[config.mk]
export PLATFORM = sky130hd
export DESIGN_NAME = sorted_key_list
export DESIGN_NICKNAME = d
export VERILOG_FILES = /design/src/design/skl_pkg.sv /design/src/design/skl_cell.sv /design/src/design/sorted_key_list.sv
export SDC_FILE = /design/constraint.sdc
export NUM_CORES = 1
export LEC_CHECK = 0
export ABC_AREA = 1
export BUFFER_PORTS_ARGS = -buffer_cell sky130_fd_sc_hd__clkbuf_2
export CAP_MARGIN = 20
export CORE_ASPECT_RATIO = 0.9
export CORE_MARGIN = 2
export CORE_UTILIZATION = 50
export CTS_CLUSTER_SIZE = 10
export DETAILED_ROUTE_END_ITERATION = 8
export HOLD_SLACK_MARGIN = 0.06
export PLACE_DENSITY = 0.66
export SETUP_SLACK_MARGIN = 0.2
export SLEW_MARGIN = 5
export SYNTH_ARGS = -nofsm -noshare
export SYNTH_HDL_FRONTEND = slang
export SYNTH_SLANG_ARGS = --single-unit
[constraint.sdc]
create_clock -name clk -period 6.2 [get_ports clk]
set_clock_uncertainty 0.2 [all_clocks]
set_input_delay 0 -clock clk [delete_from_list [all_inputs] [get_ports clk]]
set_output_delay 0 -clock clk [all_outputs]
set_load 0.05 [all_outputs]
[src/design/skl_pkg.sv]
// ----------------------------------------------------------------------------
// skl_pkg: shared types and constants for the sorted key list
// Request and response transfer formats, request codes, and the link and
// command formats that pass between the cells of the sorted chain.
// ----------------------------------------------------------------------------
package skl_pkg;

	localparam int CAPACITY_DEF = 16;
	localparam int KEY_W        = 8;
	localparam int REQ_W        = 2;
	localparam int COUNT_OUT_W  = 5;

	// request codes
	localparam logic [REQ_W-1:0] REQ_INSERT = 2'd0;
	localparam logic [REQ_W-1:0] REQ_DELETE = 2'd1;
	localparam logic [REQ_W-1:0] REQ_FIND   = 2'd2;

	// request transfer
	typedef struct packed {
		logic [REQ_W-1:0]        req_type;
		logic signed [KEY_W-1:0] key;
	} req_t;

	// response transfer
	typedef struct packed {
		logic                   found;
		logic [COUNT_OUT_W-1:0] entry_count;
		logic                   overflow;
	} rsp_t;

	// operation broadcast to every cell
	typedef enum logic [1:0] {
		OP_HOLD   = 2'd0,
		OP_INSERT = 2'd1,
		OP_REMOVE = 2'd2
	} cell_op_t;

	typedef struct packed {
		cell_op_t                op;
		logic signed [KEY_W-1:0] key;
	} cell_cmd_t;

	// what a cell shows its neighbors
	typedef struct packed {
		logic                    valid;
		logic signed [KEY_W-1:0] key;
		logic                    open;   // empty or holds a key above the command key
	} cell_link_t;

	localparam cell_link_t LINK_EMPTY = '{valid: 1'b0, key: '0, open: 1'b1};
	localparam cell_link_t LINK_EDGE  = '{valid: 1'b0, key: '0, open: 1'b0};

	// control state of the top level
	typedef enum logic [1:0] {
		ST_IDLE   = 2'b01,
		ST_DELETE = 2'b10
	} skl_state_t;

endpackage

[src/design/skl_cell.sv]
// ----------------------------------------------------------------------------
// skl_cell: one slot of the sorted chain
// Holds one key and its valid bit. On insert it either keeps its key, takes
// the new key, or takes its left neighbor's key; on remove it either keeps
// its key or takes its right neighbor's key.
// ----------------------------------------------------------------------------
module skl_cell (
	input  logic                   clk,
	input  logic                   arst_n,
	input  skl_pkg::cell_cmd_t     cmd,
	input  skl_pkg::cell_link_t    left,
	input  skl_pkg::cell_link_t    right,
	output skl_pkg::cell_link_t    state,
	output logic                   match
);

	logic                                  valid_q;
	logic signed [skl_pkg::KEY_W-1:0]      key_q;
	logic                                  gt;
	logic                                  ge;

	// local compares against the broadcast key
	assign gt    = $signed(key_q) > $signed(cmd.key);
	assign ge    = $signed(key_q) >= $signed(cmd.key);
	assign match = valid_q && (key_q == cmd.key);

	assign state.valid = valid_q;
	assign state.key   = key_q;
	assign state.open  = !valid_q || gt;

	// valid bit
	always_ff @(posedge clk or negedge arst_n) begin
		if (!arst_n) begin
			valid_q <= 1'b0;
		end else begin
			unique case (cmd.op)
				skl_pkg::OP_INSERT: begin
					if (left.open) begin
						valid_q <= left.valid;
					end else if (state.open) begin
						valid_q <= 1'b1;
					end
				end
				skl_pkg::OP_REMOVE: begin
					if (!valid_q || ge) begin
						valid_q <= right.valid;
					end
				end
				default: begin
					valid_q <= valid_q;
				end
			endcase
		end
	end

	// key storage
	always_ff @(posedge clk) begin
		unique case (cmd.op)
			skl_pkg::OP_INSERT: begin
				if (left.open) begin
					key_q <= left.key;
				end else if (state.open) begin
					key_q <= cmd.key;
				end
			end
			skl_pkg::OP_REMOVE: begin
				if (!valid_q || ge) begin
					key_q <= right.key;
				end
			end
			default: begin
				key_q <= key_q;
			end
		endcase
	end

endmodule

[src/design/sorted_key_list.sv]
// ----------------------------------------------------------------------------
// sorted_key_list: ascending list of signed keys in a chain of cells
// Insert keeps the list sorted (new key after equal keys), delete removes
// every copy of a key, find reports presence. One response per request.
// ----------------------------------------------------------------------------
//
//  channel  | dir | handshake          | payload
//  ---------+-----+--------------------+----------------------------------
//  request  | in  | req_valid/req_stall| req  (req_type, key)
//  response | out | rsp_valid/rsp_stall| rsp  (found, entry_count, overflow)
//
//  insert and find respond in the cycle after the request transfers; the response is registered.
//  delete shifts the stored copies of a key out of the chain, one copy per
//  cycle, then responds; a delete of an absent key skips the delete state.
//  reset empties the list at once through the cell valid bits.
//  request stalls while a delete runs or while a response waits to transfer.
//
module sorted_key_list #(
	parameter int CAPACITY = skl_pkg::CAPACITY_DEF
) (
	input  logic          clk,
	input  logic          arst_n,
	input  logic          req_valid,
	output logic          req_stall,
	input  skl_pkg::req_t req,
	output logic          rsp_valid,
	input  logic          rsp_stall,
	output skl_pkg::rsp_t rsp
);

	localparam int CW = $clog2(CAPACITY + 1);

	skl_pkg::skl_state_t               state_q;
	logic [CW-1:0]                     count_q;
	logic [CW-1:0]                     count_d;
	logic signed [skl_pkg::KEY_W-1:0]  del_key_q;
	logic                              rsp_valid_q;
	skl_pkg::rsp_t                     rsp_q;

	skl_pkg::cell_cmd_t                cmd;
	skl_pkg::cell_link_t               links [CAPACITY];
	logic [CAPACITY-1:0]               hit_vec;
	logic [CAPACITY-1:0]               valids;
	logic                              any_match;
	logic                              full;
	logic                              accept;
	logic                              rsp_take;
	logic                              emit;
	logic                              emit_found;
	logic                              emit_overflow;
	logic [CW+skl_pkg::COUNT_OUT_W-1:0] count_ext;

	// the cell chain
	for (genvar i = 0; i < CAPACITY; i++) begin : g_cell
		skl_pkg::cell_link_t left_w;
		skl_pkg::cell_link_t right_w;

		if (i == 0) begin : g_first
			assign left_w = skl_pkg::LINK_EDGE;
		end else begin : g_mid_l
			assign left_w = links[i-1];
		end
		if (i == CAPACITY - 1) begin : g_last
			assign right_w = skl_pkg::LINK_EMPTY;
		end else begin : g_mid_r
			assign right_w = links[i+1];
		end

		skl_cell u_cell (
			.clk    (clk),
			.arst_n (arst_n),
			.cmd    (cmd),
			.left   (left_w),
			.right  (right_w),
			.state  (links[i]),
			.match  (hit_vec[i])
		);

		assign valids[i] = links[i].valid;
	end

	assign any_match = |hit_vec;
	assign full      = links[CAPACITY-1].valid;

	// handshakes
	assign rsp_take  = rsp_valid_q && !rsp_stall;
	assign req_stall = (state_q != skl_pkg::ST_IDLE) || (rsp_valid_q && rsp_stall);
	assign accept    = req_valid && !req_stall;

	// command to the cells, count update and response source
	always_comb begin
		cmd.op        = skl_pkg::OP_HOLD;
		cmd.key       = req.key;
		count_d       = count_q;
		emit          = 1'b0;
		emit_found    = 1'b0;
		emit_overflow = 1'b0;
		unique case (state_q)
			skl_pkg::ST_IDLE: begin
				if (accept) begin
					priority if (req.req_type == skl_pkg::REQ_INSERT) begin
						emit       = 1'b1;
						emit_found = any_match;
						if (full) begin
							emit_overflow = 1'b1;
						end else begin
							cmd.op  = skl_pkg::OP_INSERT;
							count_d = count_q + CW'(1);
						end
					end else if (req.req_type == skl_pkg::REQ_DELETE) begin
						if (any_match) begin
							cmd.op  = skl_pkg::OP_REMOVE;
							count_d = count_q - CW'(1);
						end else begin
							emit = 1'b1;
						end
					end else if (req.req_type == skl_pkg::REQ_FIND) begin
						emit       = 1'b1;
						emit_found = any_match;
					end else begin
						emit = 1'b1;
					end
				end
			end
			skl_pkg::ST_DELETE: begin
				cmd.key = del_key_q;
				if (any_match) begin
					cmd.op  = skl_pkg::OP_REMOVE;
					count_d = count_q - CW'(1);
				end else begin
					emit       = 1'b1;
					emit_found = 1'b1;
				end
			end
			default: begin
				cmd.op = skl_pkg::OP_HOLD;
			end
		endcase
	end

	// control state and count
	always_ff @(posedge clk or negedge arst_n) begin
		if (!arst_n) begin
			state_q     <= skl_pkg::ST_IDLE;
			count_q     <= '0;
			rsp_valid_q <= 1'b0;
		end else begin
			count_q <= count_d;
			unique case (state_q)
				skl_pkg::ST_IDLE: begin
					if (accept && req.req_type == skl_pkg::REQ_DELETE && any_match) begin
						state_q <= skl_pkg::ST_DELETE;
					end
				end
				skl_pkg::ST_DELETE: begin
					if (!any_match) begin
						state_q <= skl_pkg::ST_IDLE;
					end
				end
				default: begin
					state_q <= skl_pkg::ST_IDLE;
				end
			endcase
			if (emit) begin
				rsp_valid_q <= 1'b1;
			end else if (rsp_take) begin
				rsp_valid_q <= 1'b0;
			end
		end
	end

	// key under delete
	always_ff @(posedge clk) begin
		if (accept) begin
			del_key_q <= req.key;
		end
	end

	// response register
	assign count_ext = {{skl_pkg::COUNT_OUT_W{1'b0}}, count_d};

	always_ff @(posedge clk) begin
		if (emit) begin
			rsp_q.found       <= emit_found;
			rsp_q.entry_count <= count_ext[skl_pkg::COUNT_OUT_W-1:0];
			rsp_q.overflow    <= emit_overflow;
		end
	end

	assign rsp_valid = rsp_valid_q;
	assign rsp       = rsp_q;

`ifndef SYNTHESIS
	// occupied cells form the count
	a_count_matches_cells: assert property (@(posedge clk) disable iff (!arst_n)
		$countones(valids) == int'(count_q))
		else $error("cell valid bits disagree with the entry count");

	// no response is pending while a delete runs
	a_delete_output_free: assert property (@(posedge clk) disable iff (!arst_n)
		(state_q == skl_pkg::ST_DELETE) |-> !rsp_valid_q)
		else $error("response pending during a delete");

	// an overflow response means the list was full
	a_overflow_when_full: assert property (@(posedge clk) disable iff (!arst_n)
		(rsp_valid_q && rsp_q.overflow) |-> (count_q == CW'(CAPACITY)))
		else $error("overflow reported on a list that is not full");

	// delete progress always removes one copy per cycle
	a_delete_shrinks: assert property (@(posedge clk) disable iff (!arst_n)
		(state_q == skl_pkg::ST_DELETE && any_match) |=> (count_q == $past(count_q) - CW'(1)))
		else $error("delete cycle did not remove a copy");
`endif

endmodule

==> impl_results.md <==
* Min setup slack post-route at 719.7 ps
* Fmax at 182.5 MHz
* Post-Syn Area per Cell at between 7 and 8 µm²
* Worst-Margin Slew at 953.6 ps
* I/O pin total at 23
* Initial antenna violation count at 0
* Total negative slack at 0 ps
* Leak at ~0.0061 µW
* Max Cap Viol at 0
* Power share of the sequential group at 34.3%
* DR vias at about 11,000
* Post-synthesis sequential area ratio at between 30% and 40%
* Xor and xnor area share after synthesis at 0.3502%
* Slew Limit Fails at 0
* Synth Area in Adders at between 10% and 20%
* Diode count at 0
* Largest net degree at the start of global routing at 53
* Post-synthesis cell area at 12,510 µm²
* Clock transition at the registers of the reported paths at 70 ps
* DR pass1 iterations at 5
* Most used cell, CP: nand2_1
* ANT nets after route at 0
* Critical Path Max Stage Delay at 540 ps
* Switching Share at 40.38%
* Met3 usage at approximately 5%
* Critical Path Slowest Stage Cell: dfstp_2
* Post-DR wirelength/cell at 18.17 µm
* Compound-Gate Fraction of Synth Area at about 16%
* CP max FO at 46
* CP delay by family, top: simple AND/OR/NAND/NOR gates
* Mapped Nets at 1,733
* Vias in the first global route at 10,770
* Port bufs at 22
* Part of the cycle the worst path needs at 88.39%
* Worst-skew pair later-pin latency at 440 ps
* Yosys cell types at 40
* GR Layer Usage met1 at 38.71%
* Clock share of power at 24.8%
* Design Area, Final at 13,940 µm²
* Largest family of logic cells by synthesized area: simple AND/OR/NAND/NOR gates
* Die H at 154.0 µm
* H-tree depth at 4
* WP data required at ~6000 ps
* NetSw at 1782 µW
* Crit end category: flop
* Num Clock Sinks at 167
* Crit path kind: flop to flop
* Crit path DAT at roughly 5400 ps
* DP HPWL at 25.80 mm
* Simple-Gate Fraction of Synth Area at 24.00%
* CP Launch Type: flop
* CP bufs+invs at 7
* Final Setup Violations at 0
* Starting DRT DRC Count at ~1,100
* Final std cells w/o fill at 1,975
* Initial Util at 51.27%
* Placed Cells at ~1,900
* Cells after Synth at 1,585
* Pwr dens at 316.7 nW/µm²
* Nets@finish at 1,774
* Outcome: completed
* Max Root-Sink Buffers at 2
* CTS tree: done
* DRC errors left at 0
* Post-synthesis mux area share at 0%
* Pint at 2632 µW
* Global-route wire length before repair at 57.16 mm
* Die ar. at 26,290 µm²
* Final min period at around 5500 ps
* Row count at 54
* GRT Total Usage at ~28%
* DR vias/cell at 5.697
* Worst hold path class: input port to flop
* Post-synthesis sequential element count at 167
* Area after DPL at 13,060 µm²
* Met2 Use GR at 44.03%
* Clk root buf: clkbuf_16
* Die Wd at 170.7 µm
* RSZ-0062 raised after global routing: no
* GR peak layer: met2
* GPL Wtd Cong at ~0.94
* Relative slew slack at 36.43%
* Dpl ws at 612.2 ps
* Total gr overflow at 0
* CTS buffer count at 17
* Final wirelength at 35.88 mm
* Comb pwr share at 41.0%
* Area grow syn2layout at 11.45%
* YS warnings at 0
* Layout cell share with drive strength beyond 1 at 10.37%
* Maximum VDD drop at 0.0004658 V
* Final Hold Vio Count at 0
* Core Footprint at 24,390 µm²
## power groups by stage
stage               Clock, µW  Combinational, µW  Sequential (µW)
global placement            0               1690             1530
CTS                      1100               1760             1510
finish                   1090               1810             1510
detailed placement          0               1720             1530
floorplan                   0               1190             1580
global route             1140               2020             1530
## routing by layer
metal  up-vias  wire length, µm
li1       5492                -
met1      5291            16210
met2       395            16370
met3        73             2344
met4         0              957
met5         -                0
## final cells by class
| cell class | count | area (µm²) |
|---|---|---|
| Multi-Input combinational cell | 1190 | 6708 |
| Clock buffer | 18 | 439.2 |
| Fill cell | 2222 | 10450 |
| Sequential cell | 167 | 4896 |
| Inverter | 172 | 659.4 |
| Timing Repair Buffer | 78 | 663.1 |
| Clock inverter | 14 | 151.4 |
| Tap cell | 336 | 420.4 |
## worst reg2reg max path, stage by stage, from the launching register on
cell,delay (ps)
dfstp_2,540
inv_1,50
ha_1,430
o21ai_2,540
clkinvlp_4,280
buf_4,260
ha_1,320
nand2_1,50
nor2_1,200
nand3_1,110
nand2_1,210
nor2_2,80
nand2_4,120
inv_2,50
nand2_4,100
nand3_4,100
nand2_1,90
nand2_1,70
inv_1,100
ha_4,430
buf_12,280
nand2_1,110
a21oi_1,140
a21oi_1,100
nand2_1,100
inv_1,160
## kinds of logic (layout without fill, tap and decap cells)
logic type | after synthesis | in the layout
buf+inv | 228 | 282
fa+ha+maj | 134 | 134
compound gates | 351 | 351
simple gates | 700 | 700
flops | 167 | 167
xor+xnor | 5 | 5
## placed cells by master, fill, tap and decap left out, types with 23 or more instances in the layout
master,Yosys,layout
buf_4,8,31
nor2_1,84,84
nand2_1,450,450
edfxtp_1,143,143
dfrtp_1,23,23
inv_1,160,157
o21ai_0,147,147
a21oi_1,98,98
o21ai_1,29,29
nand3_1,103,103
ha_1,134,133
o211ai_1,25,25
## cells in the mapped netlist (all sizes together)
cell type	number	share of area (%)
a21oi	99	4.0
a221oi	1	0.070
a31oi	4	0.44
buf	29	1.3
clkbuf	27	0.82
clkinv	2	0.060
dfrtp	23	4.6
dfstp	1	0.21
edfxtp	143	34
ha	134	13
inv	170	5.1
nand2	472	15
nand3	112	4.9
nand4	10	0.50
nor2	103	3.7
nor3	3	0.12
o211ai	25	1.5
o21a	19	1.1
o21ai	185	7.7
o21bai	2	0.12
o22ai	13	0.65
o311ai	1	0.070
o31ai	2	0.12
xnor2	1	0.070
xor2	4	0.28
## metrics by stage
stage | total power (µW) | utilization, % | hold WS (ps)
floorplan | 2770 | - | -495.6
global placement | 3219 | 53.54 | -44.75
detailed placement | 3257 | 53.54 | -37.46
CTS | 4370 | 56.79 | 82.50
global route | 4691 | 57.14 | 93.22
finish | 4414 | 57.14 | 92.39
## sequential cells by signal (all words and copies together) (netlist names)
| register | count |
|---|---|
| rsp | 7 |
| del_key_q | 8 |
| g_cell.u_cell.key_q | 128 |
| g_cell.u_cell.valid_q | 16 |
| count_q | 5 |
| rsp_valid | 1 |
| state_q | 2 |
## final timing paths
| path | depth (start not counted) | start | endpoint | slack, ps |
|---|---|---|---|---|
| worst max-delay path | 25 | state_q[0] | g_cell[3].u_cell.key_q[7] | 720 |
| worst min-delay path | 2 | req[1] | del_key_q[1] | 90 |
| worst max register to register | 25 | state_q[0] | g_cell[3].u_cell.key_q[7] | 720 |
| worst min register to register | 2 | state_q[0] | state_q[0] | 330 |
| max in group asynchronous | 4 | arst_n | g_cell[5].u_cell.valid_q | 5120 |
| min in group asynchronous | 3 | arst_n | state_q[0] | 450 |
## repair_timing
item,in CTS,in global routing
setup buffers,0,10
hold buffers,19,0
endpoints found under the hold margin,44,0
gates resized for setup,0,3
setup endpoints to repair,0,8
(Power assumes the default switching activity.)
